<file path="src/design/assert_macros.svh">
// Assertion macros shared by the priority slot buffer RTL.
// No dependencies; included by files that carry concurrent assertions.
`ifndef ASSERT_MACROS_SVH
`define ASSERT_MACROS_SVH

// Same-cycle implication, disabled while reset is asserted.
`define PSB_ASSERT_IMPL(lbl, clk, rstn, ante, cons, msg) \
  lbl: assert property (@(posedge clk) disable iff (!rstn) (ante) |-> (cons)) else $error(msg);

// Next-cycle implication, disabled while reset is asserted.
`define PSB_ASSERT_NEXT(lbl, clk, rstn, ante, cons, msg) \
  lbl: assert property (@(posedge clk) disable iff (!rstn) (ante) |=> (cons)) else $error(msg);

`endif

</file>
<file path="src/design/psb_pkg.sv">
// Package for the priority slot buffer: field widths, codes, FSM state type
// and the command/status structs between controller and datapath. No dependencies.
package psb_pkg;

  // Field widths of the request and response transactions.
  localparam int unsigned WAIT_W  = 32;
  localparam int unsigned SRC_W   = 4;
  localparam int unsigned NUM_W   = 16;
  localparam int unsigned IDX_W   = 6;
  localparam int unsigned ENTRY_W = WAIT_W + SRC_W + NUM_W;

  // Operation codes carried in the mode field.
  localparam logic MODE_INSERT = 1'b0;
  localparam logic MODE_TAKE   = 1'b1;

  // Controller states.
  typedef enum logic [2:0] {
    ST_IDLE,
    ST_INSERT,
    ST_SCAN,
    ST_DRAIN,
    ST_TAKE,
    ST_RESP
  } state_e;

  // Commands from the controller to the datapath.
  typedef struct packed {
    logic req_ready;
    logic capture;
    logic do_insert;
    logic scan_rd;
    logic take;
    logic load_out;
  } cmd_t;

  // Status from the datapath to the controller.
  typedef struct packed {
    logic req_valid;
    logic req_mode;
    logic scan_last;
    logic out_free;
  } sts_t;

endpackage

</file>
<file path="src/design/psb_req_if.sv">
// Request channel interface of the priority slot buffer.
// Depends on psb_pkg for the field widths.
interface psb_req_if;
  logic                        valid;
  logic                        ready;
  logic                        mode;
  logic [psb_pkg::WAIT_W-1:0]  wait_time;
  logic [psb_pkg::SRC_W-1:0]   source_id;
  logic [psb_pkg::NUM_W-1:0]   request_number;

  modport source (output valid, mode, wait_time, source_id, request_number, input ready);
  modport sink   (input valid, mode, wait_time, source_id, request_number, output ready);
endinterface

</file>
<file path="src/design/psb_rsp_if.sv">
// Response channel interface of the priority slot buffer.
// Depends on psb_pkg for the field widths.
interface psb_rsp_if;
  logic                        valid;
  logic                        ready;
  logic                        ok;
  logic [psb_pkg::IDX_W-1:0]   slot_index;
  logic [psb_pkg::WAIT_W-1:0]  out_wait_time;
  logic [psb_pkg::SRC_W-1:0]   out_source_id;
  logic [psb_pkg::NUM_W-1:0]   out_request_number;
  logic                        has_free;
  logic                        is_empty;

  modport source (output valid, ok, slot_index, out_wait_time, out_source_id,
                  out_request_number, has_free, is_empty, input ready);
  modport sink   (input valid, ok, slot_index, out_wait_time, out_source_id,
                  out_request_number, has_free, is_empty, output ready);
endinterface

</file>
<file path="src/design/psb_ram.sv">
// Generic single-write, single-read RAM with a registered read port.
// No dependencies.
module psb_ram #(
  parameter int unsigned WIDTH = 52,
  parameter int unsigned DEPTH = 8,
  localparam int unsigned AW = (DEPTH > 1) ? $clog2(DEPTH) : 1
) (
  input  logic                 clk_i,
  input  logic                 we_i,
  input  logic [AW-1:0]        waddr_i,
  input  logic [WIDTH-1:0]     wdata_i,
  input  logic                 re_i,
  input  logic [AW-1:0]        raddr_i,
  output logic [WIDTH-1:0]     rdata_o
);
  logic [WIDTH-1:0] mem [DEPTH];
  logic [WIDTH-1:0] rdata_q;

  // Write port.
  always_ff @(posedge clk_i) begin
    if (we_i) begin
      mem[waddr_i] <= wdata_i;
    end
  end

  // Registered read port.
  always_ff @(posedge clk_i) begin
    if (re_i) begin
      rdata_q <= mem[raddr_i];
    end
  end

  assign rdata_o = rdata_q;
endmodule

</file>
<file path="src/design/psb_ctrl.sv">
// Controller state machine of the priority slot buffer.
// Depends on psb_pkg for the state type and the command/status structs.
module psb_ctrl (
  input  logic           clk_i,
  input  logic           rst_ni,
  input  psb_pkg::sts_t  sts_i,
  output psb_pkg::cmd_t  cmd_o
);
  psb_pkg::state_e state_q, state_d;

  // State register.
  always_ff @(posedge clk_i or negedge rst_ni) begin
    if (!rst_ni) begin
      state_q <= psb_pkg::ST_IDLE;
    end else begin
      state_q <= state_d;
    end
  end

  // Next state and commands.
  always_comb begin
    state_d = state_q;
    cmd_o   = '0;
    unique case (state_q)
      psb_pkg::ST_IDLE: begin
        cmd_o.req_ready = 1'b1;
        if (sts_i.req_valid) begin
          cmd_o.capture = 1'b1;
          state_d = (sts_i.req_mode == psb_pkg::MODE_TAKE) ? psb_pkg::ST_SCAN
                                                           : psb_pkg::ST_INSERT;
        end
      end
      psb_pkg::ST_INSERT: begin
        cmd_o.do_insert = 1'b1;
        state_d = psb_pkg::ST_RESP;
      end
      psb_pkg::ST_SCAN: begin
        // One slot read is issued per cycle.
        cmd_o.scan_rd = 1'b1;
        if (sts_i.scan_last) begin
          state_d = psb_pkg::ST_DRAIN;
        end
      end
      psb_pkg::ST_DRAIN: begin
        // The last read returns and is compared here.
        state_d = psb_pkg::ST_TAKE;
      end
      psb_pkg::ST_TAKE: begin
        cmd_o.take = 1'b1;
        state_d = psb_pkg::ST_RESP;
      end
      psb_pkg::ST_RESP: begin
        if (sts_i.out_free) begin
          cmd_o.load_out = 1'b1;
          state_d = psb_pkg::ST_IDLE;
        end
      end
    endcase
  end
endmodule

</file>
<file path="src/design/psb_dpath.sv">
// Datapath of the priority slot buffer: slot valid bits, entry RAM, scan
// compare and output register. Depends on psb_pkg, psb_req_if, psb_rsp_if, psb_ram.
module psb_dpath #(
  parameter int unsigned SLOTS = 8
) (
  input  logic           clk_i,
  input  logic           rst_ni,
  psb_req_if.sink        req_i,
  psb_rsp_if.source      rsp_o,
  input  psb_pkg::cmd_t  cmd_i,
  output psb_pkg::sts_t  sts_o
);
  localparam int unsigned IW = (SLOTS > 1) ? $clog2(SLOTS) : 1;
  localparam int unsigned KEY_W = psb_pkg::SRC_W + psb_pkg::NUM_W;

  // Captured request.
  logic [psb_pkg::WAIT_W-1:0] wait_q;
  logic [psb_pkg::SRC_W-1:0]  src_q;
  logic [psb_pkg::NUM_W-1:0]  num_q;

  // Slot occupancy.
  logic [SLOTS-1:0] valid_q, valid_d;

  // Scan address and read pipeline tag.
  logic [IW-1:0] scan_q;
  logic          rd_vld_q;
  logic [IW-1:0] rd_idx_q;

  // Result being built (best candidate during a take).
  logic                       res_ok_q;
  logic [IW-1:0]              res_idx_q;
  logic [psb_pkg::WAIT_W-1:0] res_wait_q;
  logic [psb_pkg::SRC_W-1:0]  res_src_q;
  logic [psb_pkg::NUM_W-1:0]  res_num_q;

  // Output register.
  logic                       out_vld_q;
  logic                       out_ok_q;
  logic [psb_pkg::IDX_W-1:0]  out_idx_q;
  logic [psb_pkg::WAIT_W-1:0] out_wait_q;
  logic [psb_pkg::SRC_W-1:0]  out_src_q;
  logic [psb_pkg::NUM_W-1:0]  out_num_q;
  logic                       out_free_q;
  logic                       out_empty_q;

  logic [IW-1:0]               ff_idx;
  logic                        any_free;
  logic [psb_pkg::ENTRY_W-1:0] rd_data;
  logic [psb_pkg::SRC_W-1:0]   rd_src;
  logic [psb_pkg::NUM_W-1:0]   rd_num;
  logic [psb_pkg::WAIT_W-1:0]  rd_wait;
  logic                        better;

  // Entry storage, one word per slot.
  psb_ram #(
    .WIDTH (psb_pkg::ENTRY_W),
    .DEPTH (SLOTS)
  ) u_ram (
    .clk_i   (clk_i),
    .we_i    (cmd_i.do_insert && any_free),
    .waddr_i (ff_idx),
    .wdata_i ({wait_q, src_q, num_q}),
    .re_i    (cmd_i.scan_rd),
    .raddr_i (scan_q),
    .rdata_o (rd_data)
  );

  // Lowest-numbered free slot.
  always_comb begin
    ff_idx = '0;
    for (int i = SLOTS - 1; i >= 0; i--) begin
      if (!valid_q[i]) begin
        ff_idx = IW'(i);
      end
    end
  end
  assign any_free = |(~valid_q);

  // Split the returned entry and compare it with the current best.
  assign rd_num  = rd_data[psb_pkg::NUM_W-1:0];
  assign rd_src  = rd_data[KEY_W-1:psb_pkg::NUM_W];
  assign rd_wait = rd_data[psb_pkg::ENTRY_W-1:KEY_W];
  assign better  = rd_vld_q && valid_q[rd_idx_q] &&
                   (!res_ok_q || ({rd_src, rd_num} < {res_src_q, res_num_q}));

  // Occupancy update: set on insert, clear on take.
  always_comb begin
    valid_d = valid_q;
    if (cmd_i.do_insert && any_free) begin
      valid_d[ff_idx] = 1'b1;
    end
    if (cmd_i.take && res_ok_q) begin
      valid_d[res_idx_q] = 1'b0;
    end
  end

  // Control registers.
  always_ff @(posedge clk_i or negedge rst_ni) begin
    if (!rst_ni) begin
      valid_q   <= '0;
      scan_q    <= '0;
      rd_vld_q  <= 1'b0;
      res_ok_q  <= 1'b0;
      out_vld_q <= 1'b0;
    end else begin
      valid_q  <= valid_d;
      rd_vld_q <= cmd_i.scan_rd;
      if (cmd_i.capture) begin
        scan_q   <= '0;
        res_ok_q <= 1'b0;
      end else begin
        if (cmd_i.scan_rd) begin
          scan_q <= scan_q + 1'b1;
        end
        if ((cmd_i.do_insert && any_free) || better) begin
          res_ok_q <= 1'b1;
        end
      end
      if (cmd_i.load_out) begin
        out_vld_q <= 1'b1;
      end else if (rsp_o.ready) begin
        out_vld_q <= 1'b0;
      end
    end
  end

  // Payload registers.
  always_ff @(posedge clk_i) begin
    rd_idx_q <= scan_q;
    if (cmd_i.capture) begin
      wait_q     <= req_i.wait_time;
      src_q      <= req_i.source_id;
      num_q      <= req_i.request_number;
      res_idx_q  <= '0;
      res_wait_q <= '0;
      res_src_q  <= '0;
      res_num_q  <= '0;
    end else if (cmd_i.do_insert && any_free) begin
      res_idx_q <= ff_idx;
    end else if (better) begin
      res_idx_q  <= rd_idx_q;
      res_wait_q <= rd_wait;
      res_src_q  <= rd_src;
      res_num_q  <= rd_num;
    end
    if (cmd_i.load_out) begin
      out_ok_q    <= res_ok_q;
      out_idx_q   <= psb_pkg::IDX_W'(res_idx_q);
      out_wait_q  <= res_wait_q;
      out_src_q   <= res_src_q;
      out_num_q   <= res_num_q;
      out_free_q  <= |(~valid_q);
      out_empty_q <= ~|valid_q;
    end
  end

  // Status to the controller.
  assign sts_o.req_valid = req_i.valid;
  assign sts_o.req_mode  = req_i.mode;
  assign sts_o.scan_last = (scan_q == IW'(SLOTS - 1));
  assign sts_o.out_free  = !out_vld_q || rsp_o.ready;

  // Channel ports.
  assign req_i.ready              = cmd_i.req_ready;
  assign rsp_o.valid              = out_vld_q;
  assign rsp_o.ok                 = out_ok_q;
  assign rsp_o.slot_index         = out_idx_q;
  assign rsp_o.out_wait_time      = out_wait_q;
  assign rsp_o.out_source_id      = out_src_q;
  assign rsp_o.out_request_number = out_num_q;
  assign rsp_o.has_free           = out_free_q;
  assign rsp_o.is_empty           = out_empty_q;
endmodule

</file>
<file path="src/design/priority_slot_buffer_top.sv">
// Priority slot buffer: SLOTS request slots. An insert transaction stores the
// request in the lowest-numbered free slot; a take transaction removes the
// request with the smallest source id, then smallest request number, then
// lowest slot. One transaction is handled at a time. An insert writes its slot
// directly; a take first runs a scan that reads the entry RAM one slot per
// cycle through its single read port.
// The result sits in an output register, so a stalled consumer delays only the
// next transaction's result. Slot entries need no clearing pass after reset:
// occupancy is held in SLOTS valid flip-flops that reset clears.
// Depends on psb_pkg, psb_req_if, psb_rsp_if, psb_ram, psb_ctrl, psb_dpath
// and assert_macros.svh.
`include "assert_macros.svh"

module priority_slot_buffer_top #(
  parameter int unsigned SLOTS = 8
) (
  input  logic       clk_i,
  input  logic       rst_ni,
  psb_req_if.sink    req_i,
  psb_rsp_if.source  rsp_o
);
  psb_pkg::cmd_t cmd;
  psb_pkg::sts_t sts;

  // Sequencing.
  psb_ctrl u_ctrl (
    .clk_i  (clk_i),
    .rst_ni (rst_ni),
    .sts_i  (sts),
    .cmd_o  (cmd)
  );

  // Storage, selection and output register.
  psb_dpath #(
    .SLOTS (SLOTS)
  ) u_dpath (
    .clk_i  (clk_i),
    .rst_ni (rst_ni),
    .req_i  (req_i),
    .rsp_o  (rsp_o),
    .cmd_i  (cmd),
    .sts_o  (sts)
  );

  // A transaction is accepted only when the previous one has been finished.
  `PSB_ASSERT_NEXT(a_one_at_a_time, clk_i, rst_ni, req_i.valid && req_i.ready, !req_i.ready, "request accepted while busy")
  // Loading the result makes it visible on the response channel.
  `PSB_ASSERT_NEXT(a_load_shows, clk_i, rst_ni, cmd.load_out, rsp_o.valid, "loaded result not presented")
  // A buffer cannot be both full and empty.
  `PSB_ASSERT_IMPL(a_flags_consistent, clk_i, rst_ni, rsp_o.valid, rsp_o.has_free || !rsp_o.is_empty, "full and empty at once")
  // A failed result carries zero request fields.
  `PSB_ASSERT_IMPL(a_fail_zero, clk_i, rst_ni, rsp_o.valid && !rsp_o.ok, (rsp_o.slot_index == 0) && (rsp_o.out_wait_time == 0) && (rsp_o.out_source_id == 0) && (rsp_o.out_request_number == 0), "failed result carries data")
endmodule

</file>
<file path="src/flat_wrapper.sv">
// flat-port wrapper written by rule: the top's interface ports become plain ports
module priority_slot_buffer_top_flat 
#(
  parameter int unsigned SLOTS = 8
)
  (clk_i, rst_ni, req_i_valid, req_i_mode, req_i_wait_time, req_i_source_id, req_i_request_number, req_i_ready, rsp_o_valid, rsp_o_ok, rsp_o_slot_index, rsp_o_out_wait_time, rsp_o_out_source_id, rsp_o_out_request_number, rsp_o_has_free, rsp_o_is_empty, rsp_o_ready);
  psb_req_if req_i_i ();
  psb_rsp_if rsp_o_i ();
  input  logic clk_i;
  input  logic rst_ni;
  input wire logic [$bits(req_i_i.valid)-1:0] req_i_valid;
  input wire logic [$bits(req_i_i.mode)-1:0] req_i_mode;
  input wire logic [$bits(req_i_i.wait_time)-1:0] req_i_wait_time;
  input wire logic [$bits(req_i_i.source_id)-1:0] req_i_source_id;
  input wire logic [$bits(req_i_i.request_number)-1:0] req_i_request_number;
  output wire logic [$bits(req_i_i.ready)-1:0] req_i_ready;
  output wire logic [$bits(rsp_o_i.valid)-1:0] rsp_o_valid;
  output wire logic [$bits(rsp_o_i.ok)-1:0] rsp_o_ok;
  output wire logic [$bits(rsp_o_i.slot_index)-1:0] rsp_o_slot_index;
  output wire logic [$bits(rsp_o_i.out_wait_time)-1:0] rsp_o_out_wait_time;
  output wire logic [$bits(rsp_o_i.out_source_id)-1:0] rsp_o_out_source_id;
  output wire logic [$bits(rsp_o_i.out_request_number)-1:0] rsp_o_out_request_number;
  output wire logic [$bits(rsp_o_i.has_free)-1:0] rsp_o_has_free;
  output wire logic [$bits(rsp_o_i.is_empty)-1:0] rsp_o_is_empty;
  input wire logic [$bits(rsp_o_i.ready)-1:0] rsp_o_ready;
  assign req_i_i.valid = req_i_valid;
  assign req_i_i.mode = req_i_mode;
  assign req_i_i.wait_time = req_i_wait_time;
  assign req_i_i.source_id = req_i_source_id;
  assign req_i_i.request_number = req_i_request_number;
  assign req_i_ready = req_i_i.ready;
  assign rsp_o_valid = rsp_o_i.valid;
  assign rsp_o_ok = rsp_o_i.ok;
  assign rsp_o_slot_index = rsp_o_i.slot_index;
  assign rsp_o_out_wait_time = rsp_o_i.out_wait_time;
  assign rsp_o_out_source_id = rsp_o_i.out_source_id;
  assign rsp_o_out_request_number = rsp_o_i.out_request_number;
  assign rsp_o_has_free = rsp_o_i.has_free;
  assign rsp_o_is_empty = rsp_o_i.is_empty;
  assign rsp_o_i.ready = rsp_o_ready;
  priority_slot_buffer_top #(.SLOTS(SLOTS)) u_core (.clk_i(clk_i), .rst_ni(rst_ni), .req_i(req_i_i), .rsp_o(rsp_o_i));
endmodule
</file>
<file path="config.mk">
export PLATFORM = sky130hd
export DESIGN_NAME = priority_slot_buffer_top_flat
export DESIGN_NICKNAME = d
export VERILOG_FILES = /design/src/design/psb_pkg.sv /design/src/design/psb_req_if.sv /design/src/design/psb_rsp_if.sv /design/src/design/psb_ram.sv /design/src/design/psb_ctrl.sv /design/src/design/psb_dpath.sv /design/src/design/priority_slot_buffer_top.sv /design/src/flat_wrapper.sv
export VERILOG_INCLUDE_DIRS = /design/src /design/src/design
export SDC_FILE = /design/constraint.sdc
export NUM_CORES = 1
export LEC_CHECK = 0
export ABC_AREA = 1
export BUFFER_PORTS_ARGS = -buffer_cell sky130_fd_sc_hd__clkbuf_2
export CORE_ASPECT_RATIO = 1.1
export CORE_MARGIN = 4
export CORE_UTILIZATION = 50
export CTS_BUF_LIST = sky130_fd_sc_hd__clkbuf_4
export DETAILED_ROUTE_END_ITERATION = 8
export PLACE_DENSITY = 0.7
export SKIP_LAST_GASP = 1
export SYNTH_ARGS = -nofsm -noshare
export SYNTH_HDL_FRONTEND = slang
export SYNTH_SLANG_ARGS = --single-unit
</file>
<file path="constraint.sdc">
create_clock -name clk_i -period 5.4 [get_ports clk_i]
set_input_delay 0.54 -clock clk_i [delete_from_list [all_inputs] [get_ports clk_i]]
set_output_delay 0.54 -clock clk_i [all_outputs]
set_load 0.01 [all_outputs]
</file>
Yosys cells after proc, flatten, opt, wreduce, memory -nomap -nowiden

Memories as Yosys holds them, arrays and structs flattened. A register that Yosys moved wholly into a read port is not among the register bits.
Index checks and enable logic that the tools add are counted.

Register bits: 185
RAM bits: 416
Input port bits: 57
Output and inout port bits: 63
Logic and storage cells: 103
Memories: 1

$add $sub $neg: 1
Order comparisons: 6
Equality and inequality tests: 9
Mux-type cells: 38
Bitwise operators: 5
Reduce and logical (&&, ||, !) cells: 22

Memory list:

| name                     | depth | bits a word | rd ports | clocked after memory_dff | write ports | line          | source |
|---|---|---|---|---|---|---|---|
| u_core.u_dpath.u_ram.mem | 8     | 52          | 1        | 1                        | 1           | psb_ram.sv:16 | `logic [WIDTH-1:0] mem [DEPTH];` |

Operators with widths:

| operator              | count |
|---|---|
| $mux W3               | 15 |
| $lt A20 B20 Y1        | 1 |
| $mux W8               | 2 |
| $not A8 Y8            | 2 |
| $reduce_or A8 Y1      | 2 |
| $mux W1               | 15 |
| $pmux W3 S5           | 1 |
| $lt A3 B4 Y1 const B  | 3 |
| $eq A3 B3 Y1 const B  | 3 |
| $and A8 B8 Y8         | 1 |
| $or A8 B8 Y8          | 1 |
| $reduce_bool A2 Y1    | 4 |
| $demux W1 S3          | 2 |
| $eq A3 B2 Y1 const B  | 2 |
| $ge A3 B1 Y1 const B  | 2 |
| $logic_and A1 B1 Y1   | 6 |
| $mux W2               | 2 |
| $ne A2 B1 Y1 const B  | 2 |
| $add A3 B1 Y3 const B | 1 |
| $bmux W1 S3           | 1 |
| $eq A3 B1 Y1 const B  | 1 |
| $logic_not A1 Y1      | 3 |
| $logic_not A3 Y1      | 1 |
| $logic_or A1 B1 Y1    | 3 |
| other kinds (5)       | 5 |

Longest topological paths before layout

Gate-level depths: netlist of the first run.

Depth after elaboration: 16
Mapped depth: 16
Gate-level depth less buffers: 16

Modules after synthesis

From an unflattened synthesis of the first run, not the netlist that was laid out.

Cells, all modules: 2493
Area total of the unflattened synthesis: 26753.2 sq um

By module, submodules not included:

| module    | times used | cells an instance | area each (sq um) | seq. area each (sq um) |
|---|---|---|---|---|
| psb_ram   | 1          | 1867              | 19681.4           | 14053.5 |
| psb_dpath | 1          | 592               | 6837.8            | 4814.6 |
| psb_ctrl  | 1          | 34                | 234.0             | 75.1 |

Worst setup path after synthesis of the first run

No wires, ideal clock.

Path type: reg-to-reg
Start point: register u_core.u_dpath.valid_q[6]
End point: memory u_core.u_dpath.u_ram.mem[6][0] (enable)
Setup time: 0.526 ns
Data arrival time: 4.488 ns
Data required time: 4.874 ns
Path slack: 0.386 ns
Cell stages (with the launch flop): 8
Buffers on the path: 0
Period minus slack after synthesis: 5.014 ns
Cell sequence: dfrtp_1 -> inv_1 -> o21ai_0 -> a21oi_1 -> o21ai_0 -> nand2_1 -> inv_1 -> nor3_1

Cells in the longest elaborated chain, start to end: 7
Elaborated cells on any way between the ends: 12
Classes of those cells: mux: 9; bitwise: 1; reduce/logical: 2

RTL lines:

| what                     | line             | source |
|---|---|---|
| start: declaration       | psb_dpath.sv:22  | `logic [SLOTS-1:0] valid_q, valid_d;` |
| start signal: assignment | psb_dpath.sv:106 | `valid_q <= valid_d;` |
| $mux W3 (7 in a row)     | psb_dpath.sv:72  | `if (!valid_q[i]) begin` |
| end: declaration         | psb_ram.sv:16    |  |

Parallel ways exist; a longest one is shown, timed or not.

Worst setup path after layout of the first run

Start point: register u_core.u_dpath.res_src_q[3] (netlist name)
End point: register u_core.u_dpath.res_wait_q[15] (netlist name)

Cells in the longest elaborated chain, start to end: 4

RTL lines:

| what                               | line             | source |
|---|---|---|
| start: declaration                 | psb_dpath.sv:33  | `logic [psb_pkg::SRC_W-1:0] res_src_q;` |
| start signal: assignment           | psb_dpath.sv:143 | `res_src_q <= rd_src;` |
| $lt A20 B20 Y1                     | psb_dpath.sv:84  | `(!res_ok_q \|\| ({rd_src, rd_num} < {res_src_q, res_num_q}));` |
| $logic_or A1 B1 Y1                 | psb_dpath.sv:84  |  |
| $logic_and A1 B1 Y1                | psb_dpath.sv:83  | `assign better = rd_vld_q && valid_q[rd_idx_q] &&` |
| $reduce_and A2 Y1 (no source line) | n/a              |  |
| end signal: assignment             | psb_dpath.sv:142 | `res_wait_q <= rd_wait;` |
| end: declaration                   | psb_dpath.sv:32  | `logic [psb_pkg::WAIT_W-1:0] res_wait_q;` |

No other way between the ends.
A chain may end at the register's enable or synchronous reset.

==> metrics.md, run 1 <==
| Metric | Value |
|---|---|
| Placed Instances | around 2500 |
| Syn Std Cell Area | approximately 25000 um^2 |
| Crit Path Class | register to register |
| Post-synth ARST share | under 10% |
| P_leak | about 10 nW |
| Fin util | about 59% |
| Post-Layout Cell Count | about 2900 |
| FF-to-FF setup slack | around 2000 ps |
| First-pass GRT wire length | a little over 80000 um |
| Post-CTS Resized | 0 |
| Reg-to-Reg Start | u_core.u_dpath.res_src_q[3] |
| VDD IR-drop max | about 0.35 mV |
| Synth unique cells | 35 |
| DR WL/cell | ~18 um |
| All-Layer GR Usage | ~20% |
| Initial antenna violation count | 1 |
| GR Overflow Total | 0 |
| TritonRoute pass-1 iters | 5 |
| Sw frac | between 30% and 40% |
| CORE AREA | roughly 48000 um^2 |
| CTS root buf | clkbuf_4 |
| Worst-case clock buffer depth | 3 |
| Post-synth EDFFs | slightly below 600 |
| Worst-Skew Late Latency | 890 ps |
| CTS tree | yes |
| Die height | around 240 um |
| Setup Skew | 55.21 ps |
| Die X | roughly 220 um |
| Vias in the first global route | 15190 |
| Yosys reg bits | about 650 |
| Max FO, Critical Path | 71 |
| Num CTS Buffers | between 150 and 200 |
| Combinational power share | between 20% and 30% |
| Fin Setup TNS | 0 ps |
| Flop pwr share | 49.0% |
| Minimum clock period | 3395 ps |
| I/O Buffers | ~120 |
| Ys flop type | edfxtp_1 |
| Final nets | 2176 |
| Clk slew on worst S/H paths | roughly 80 ps |
| RSZ-0062 raised after global routing | false |
| Die area | between 50000 and 60000 um^2 |
| Synthesis Warnings | 0 |
| Final Worst Setup Slack | about 2000 ps |
| # IOs | 120 |
| Mean Syn Cell Area | between 10 and 15 um^2 |
| P_sw | between 0.004 and 0.005 W |
| Setup crit start kind | register |
| Gpl congestion | approximately 0.8 |
| Pre-CTS WS | between 1500 and 2000 ps |
| First DRT Iteration DRCs | about 1400 |
| Hpwl dp | ~27000 um |
| Post-route cell area | between 20000 and 30000 um^2 |
| Area after DPL | 25640 um^2 |
| Crit path DAT | 4100 ps |
| DR vias/cell | between 5 and 6 |
| Starting Density | about 50% |
| Final wirelength | 52370 um |
| Status | complete, no violations |
| Synth Instances | 1850 |
| Hold Crit Class | input pin to asynchronous set/reset pin |
| Vias | approximately 15000 |
| Fin crit share | 62.87% |
| PwrDens | approximately 520 nW/um^2 |
| Max Fclk | between 200 and 300 MHz |
| Clock power share | a little over a quarter |
| Post-synthesis sequential area ratio | about 77% |
| Layout Area Growth over Synthesis | 15.25% |
| Total clock sinks | about 650 |
| Layout cells sized above 1 | between 10% and 20% |
| Internal | between 0.009 and 0.01 W |
| Largest net degree at the start of global routing | 86 |
| Number of core rows | 84 |
| Final Hold Vio Count | 0 |
| Final Max Slew Viols | 0 |
| DRC viols | 0 |
| H-tree levels | 4 |
| Critical path required time | about 6100 ps |
| Slew HR | 27.47% |
| Worst Tran Pin Value | 1088 ps |
| Antenna viol nets, final | 0 |
| Maximum capacitance violations | 0 |
| CP Capture Type | register |
| Endpoints failing setup | 0 |
| FF-to-FF path depth | 10 |
| Reg-to-Reg End | u_core.u_dpath.res_wait_q[15] |
## per-layer routing
layer / vias up / GRT usage, % / share of wire, %
met5: - / 0 / 0
met4: 0 / 8.964 / 2.4
met3: 106 / 3.943 / 7.0
met2: 612 / 33.09 / 49
met1: 7375 / 25.71 / 42
li1: 7274 / - / -
## final cells by class
type / instances / area, um^2
inverters: 63 / 242.7
flip-flops and latches: 653 / 18950
clock inverters: 53 / 319.1
diodes: 1 / 2.502
well taps: 645 / 807.0
fillers: 3757 / 19890
multi-input cells: 1031 / 4903
repair buffers: 193 / 1299
clock buffers: 230 / 1727
## synth_stat cells, types with 17 or more instances
library cell | n | area (um^2)
a21oi_1 | 49 | 245.2
a31oi_1 | 56 | 350.3
buf_2 | 25 | 125.1
clkbuf_1 | 66 | 247.7
dfrtp_1 | 17 | 425.4
dfxtp_1 | 58 | 1161
edfxtp_1 | 578 | 17360
ha_1 | 21 | 262.8
inv_1 | 54 | 202.7
nand2_1 | 128 | 480.5
nand4_1 | 35 | 219.0
nor2_1 | 428 | 1607
o21ai_0 | 219 | 1096
o22ai_1 | 52 | 325.3
## critical path, cell delays in order (launching register included)
cell,delay [ps]
dfxtp_1,340
inv_1,70
ha_1,310
a21oi_1,160
o21ai_0,120
nor2_1,140
nand3_1,140
nand2_2,650
nand3_4,890
nand2_1,290
a21oi_1,100
## logic make-up (layout without fill, tap and decap cells)
kind of cell    Yosys count  after routing  share of synthesized area [%]
compound gates          388            388                          8.590
fa+ha+maj                21             21                          1.072
other cells               1              4                        0.01530
buf+inv                 168            539                          2.945
simple gates            619            619                          10.10
flops                   653            653                          77.28
## state kept, by name, indices dropped and copies added, names as in the netlist, 8 cells and up
| register | count |
|---|---|
| u_core.u_dpath.res_wait_q | 32 |
| u_core.u_dpath.rsp_o.out_wait_time | 32 |
| u_core.u_dpath.res_num_q | 16 |
| u_core.u_dpath.u_ram.rdata_o | 52 |
| u_core.u_dpath.u_ram.mem | 416 |
| u_core.u_dpath.num_q | 16 |
| u_core.u_dpath.rsp_o.out_request_number | 16 |
| u_core.u_dpath.valid_q | 8 |
| u_core.u_dpath.wait_q | 32 |
## per-stage QoR
step / hold WS [ps] / total power (W)
3_5_place_dp: 416.1 / 0.01067
4_1_cts: 68.74 / 0.01470
5_1_grt: 131.4 / 0.01547
3_3_place_gp: 405.8 / 0.01052
6_report: 144.4 / 0.01459
2_1_floorplan: 244.4 / 0.009564
## timing repair
item | 4_1_cts | 5_1_grt
hold buffers | 56 | 0
hold endpoints to repair | 73 | 0
setup endpoints to repair | 0 | 0
setup buffers | 0 | 0
## power by group through the flow
stage                     logic (W)  clock network (W)  registers (W)
after floorplan             0.00254                  0        0.00702
after global placement      0.00330                  0        0.00723
after detailed placement    0.00342                  0        0.00725
after CTS                   0.00347            0.00408        0.00715
after global routing        0.00387            0.00437        0.00723
final                       0.00345            0.00399        0.00715
## worst max path at each step
stage / startpoint / endpoint / slack [ps] / depth (start not counted)
floorplan: u_core.u_dpath.valid_q[6] / u_core.u_dpath.u_ram.mem[6][0] / 390 / 7
global placement: u_core.u_dpath.res_src_q[3] / u_core.u_dpath.res_src_q[3] / 2110 / 10
detailed placement: u_core.u_dpath.res_src_q[3] / u_core.u_dpath.res_wait_q[15] / 1990 / 10
CTS: u_core.u_dpath.res_src_q[3] / u_core.u_dpath.res_wait_q[14] / 1960 / 10
global route: u_core.u_dpath.res_src_q[3] / u_core.u_dpath.res_num_q[6] / 1750 / 10
finish: u_core.u_dpath.res_src_q[3] / u_core.u_dpath.res_wait_q[15] / 2000 / 10
## cell usage in the layout, fill, tap and decap left out, types with 2 or more instances in the layout
master         count
clkinvlp_4         4
inv_1             50
dfrtp_1           15
nand4_1           35
clkinv_2           6
dfrtp_4            2
a32oi_1            3
nor2_4             6
clkinv_4           4
dfxtp_1           58
a31oi_1           56
inv_4              2
nor2_1           423
conb_1             3
nor3_1             3
o22ai_1           52
edfxtp_1         578
bufinv_16          3
o21ai_1            3
nand2_2            2
a21oi_1           49
or2_2              2
o21a_1             2
clkbuf_4         230
clkbuf_2         116
nor3_2             3
inv_2             14
o21ai_0          219
buf_4             21
nand3_1           15
nand2_1          128
dlygate4sd3_1     56
clkinv_1          33
ha_1              21
No activity file was read; power rests on OpenSTA's default activity.
==> inputs of run 2 (changes only) <==
--- a/config.mk
+++ b/config.mk
@@ -13,7 +13,7 @@
 export CORE_UTILIZATION = 50
 export CTS_BUF_LIST = sky130_fd_sc_hd__clkbuf_4
 export DETAILED_ROUTE_END_ITERATION = 8
-export PLACE_DENSITY = 0.7
+export PLACE_DENSITY = 0.73
 export SKIP_LAST_GASP = 1
 export SYNTH_ARGS = -nofsm -noshare
 export SYNTH_HDL_FRONTEND = slang
==> constraint.sdc (replaced) <==
create_clock -name clk_i -period 3.07 [get_ports clk_i]
set_input_delay 0.307 -clock clk_i [delete_from_list [all_inputs] [get_ports clk_i]]
set_output_delay 0.307 -clock clk_i [all_outputs]
set_load 0.01 [all_outputs]
==> run 2 against run 1 <==
Clock power is 78% higher. Via count up 1.5%. Sequential power increased by 73%. Cell count grew 0.24%. Critical path depth decreased by 2. Clock-buffer cell count shrank 4. Clock skew fell by 8.5 ps. Worst setup slack worse by 1600 ps. Critical endpoint is now u_core.u_ctrl.state_q[1]. Largest cell class unchanged.
==> metrics.md, run 2 (synthesized netlist as in run 1, its figures left out) <==
| Metric | Value |
|---|---|
| Status | complete, no violations |
| Flop pwr share | 47.3% (-1.7 points) |
| Setup Skew | 46.69 ps (-8.520 ps) |
| First DRT Iteration DRCs | 1447 (+4.9%) |
| Die area | 52640 um^2 (unchanged) |
| Final Max Slew Viols | 0 (unchanged) |
| DR WL/cell | 18.26 um (about the same) |
| Slew HR | 39.70% (+12 points) |
| Initial antenna violation count | 1 (unchanged) |
| H-tree levels | 4 (unchanged) |
| Gpl congestion | 0.8387 (+5.9%) |
| Maximum capacitance violations | 0 (unchanged) |
| FF-to-FF setup slack | 430 ps (-1580 ps) |
| Reg-to-Reg End | u_core.u_ctrl.state_q[1] |
| Total clock sinks | 653 (unchanged) |
| Antenna viol nets, final | 0 (unchanged) |
| DR vias/cell | 5.424 (+1.3%) |
| TritonRoute pass-1 iters | 7 (+2) |
| Post-route cell area | 28610 um^2 (+1.3%) |
| Setup crit start kind | register |
| Largest net degree at the start of global routing | 161 (+87%) |
| Vias | 15600 (+1.5%) |
| Crit Path Class | register to register |
| Clock power share | 27.2% (about the same) |
| Most frequent cells in the layout | edfxtp_1, nor2_1, clkbuf_4 |
| Final Worst Setup Slack | 425.0 ps (-1580 ps) |
| Placed Instances | 2542 (+0.51%) |
| # IOs | 120 (unchanged) |
| Critical path required time | 3850 ps (-2250 ps) |
| Most common cell after layout, fill and taps aside | edfxtp_1 |
| Register area | 18950 um^2 (unchanged) |
| Clk slew on worst S/H paths | 80 ps (about the same) |
| Reg-to-Reg Start | u_core.u_dpath.scan_q[0] |
| GR Overflow Total | 0 (unchanged) |
| Area after DPL | 25960 um^2 (+1.3%) |
| Die height | 240.2 um (unchanged) |
| Final Hold Vio Count | 0 (unchanged) |
| Setup crit start | u_core.u_dpath.scan_q[0] |
| Die X | 219.1 um (unchanged) |
| CP Capture Type | register |
| FF-to-FF path depth | 8 (-2) |
| Number of core rows | 84 (unchanged) |
| Largest Register | u_core.u_dpath.u_ram.mem |
| Endpoints failing setup | 0 (unchanged) |
| Combinational power share | 25.5% (+1.8 points) |
| VDD IR-drop max | 0.9500 mV (+170%) |
| Final wirelength | 52520 um (+0.29%) |
| RSZ-0062 raised after global routing | false |
| Layout Area Growth over Synthesis | 16.70% |
| Final nets | 2187 (+0.51%) |
| DRC viols | 0 (unchanged) |
| P_sw | 0.008614 W (+78%) |
| Post-Layout Cell Count | 2876 (+0.24%) |
| CORE AREA | 48140 um^2 (unchanged) |
| Internal | 0.01754 W (+80%) |
| Fillers | 3749 (-0.21%) |
| Worst Setup EP | u_core.u_ctrl.state_q[1] |
| Pre-CTS WS | 593.4 ps (-1400 ps) |
| Fin crit share | 86.16% (+23 points) |
| Worst-Skew Late Latency | 860 ps (-30 ps) |
| Sw frac | 32.93% (-0.31 points) |
| Worst Tran Pin Value | 901.6 ps (-186.3 ps) |
| PwrDens | 914.4 nW/um^2 (+77%) |
| Layout cells sized above 1 | 19.10% (+0.39 points) |
| CTS root buf | clkbuf_4 |
| I/O Buffers | 116 (unchanged) |
| Minimum clock period | 2645 ps (-750.1 ps) |
| Number of flip-flops in the largest register | 416 (unchanged) |
| Area of the multi-input gates | 4916 um^2 (+0.26%) |
| Num CTS Buffers | 152 (-2.6%) |
| Vias in the first global route | 15520 (+2.2%) |
| Max FO, Critical Path | 160 (+130%) |
| First-pass GRT wire length | 81840 um (+1.3%) |
| Pwr Total | 0.02616 W (+79%) |
| Crit path DAT | 3420 ps (-680 ps) |
| P_leak | 10.28 nW (+1.5%) |
| Hpwl dp | 28120 um (+3.6%) |
| Hold Crit Class | input pin to register |
| All-Layer GR Usage | 20.04% (+0.094 points) |
| Starting Density | 50.93% (unchanged) |
| CTS tree | yes |
| Worst-case clock buffer depth | 3 (unchanged) |
| Max Fclk | 378.1 MHz (+28%) |
[run 2: worst max-delay path: stages, from the launching register on]
cell           delay, ps
dfrtp_4              510
buf_12               270
ha_1                 300
ha_1                 190
or2_2                320
nand3_1              120
nor2_1                80
a22oi_1              180
dlygate4sd3_1        580
[run 2: through the flow]
stage          hold slack (ps)  setup TNS, ps  util (%)
2_1_floorplan            11.41        -145920         -
3_3_place_gp             270.2              0     53.94
3_5_place_dp             278.0              0     53.94
4_1_cts                  79.48              0     59.42
5_1_grt                  87.90              0     59.43
6_report                 156.2              0     59.43
[run 2: how the worst min path moves through the flow]
| stage | slack (ps) | to | cells past startpoint | from |
|---|---|---|---|---|
| after floorplan | 10 | u_core.u_ctrl.state_q[0] | 0 | rst_ni |
| after global placement | 270 | u_core.u_dpath.rsp_o.valid | 1 | rst_ni |
| after detailed placement | 280 | u_core.u_dpath.rsp_o.valid | 1 | rst_ni |
| after CTS | 80 | u_core.u_dpath.src_q[2] | 2 | req_i_source_id[2] |
| after global routing | 90 | u_core.u_dpath.wait_q[23] | 2 | req_i_wait_time[23] |
| final | 160 | u_core.u_dpath.num_q[9] | 2 | req_i_request_number[9] |
[run 2: area by class of cell]
cell class,instances,area share (%)
sequential,653,66.25
clock inverter,49,1.264
antenna,1,0.008748
inverter,63,0.8485
tap,645,2.821
timing repair buffer,208,5.695
clock buffer,226,5.931
multi-input combinational,1031,17.18
[run 2: power by group through the flow]
stage / clock (W) / combinational, W / sequential (W)
4_1_cts: 0.00730 / 0.00668 / 0.0124
5_1_grt: 0.00781 / 0.00747 / 0.0125
3_3_place_gp: 0 / 0.00634 / 0.0125
3_5_place_dp: 0 / 0.00657 / 0.0125
6_report: 0.00712 / 0.00667 / 0.0124
2_1_floorplan: 0 / 0.00448 / 0.0123
[run 2: what timing repair did]
item                                   4_1_cts  5_1_grt
endpoints found under the hold margin       96        0
setup buffers                                0        0
resized for setup                            0        0
hold buffers                                58        0
[run 2: routing by layer]
layer	part of all wire, %	GRT usage [%]	up-vias	wire, um
li1	-	-	7310	-
met1	41	25.88	7604	21680
met2	50	33.38	590	26270
met3	6.5	4.070	96	3410
met4	2.2	8.485	0	1153
met5	0	0	-	0
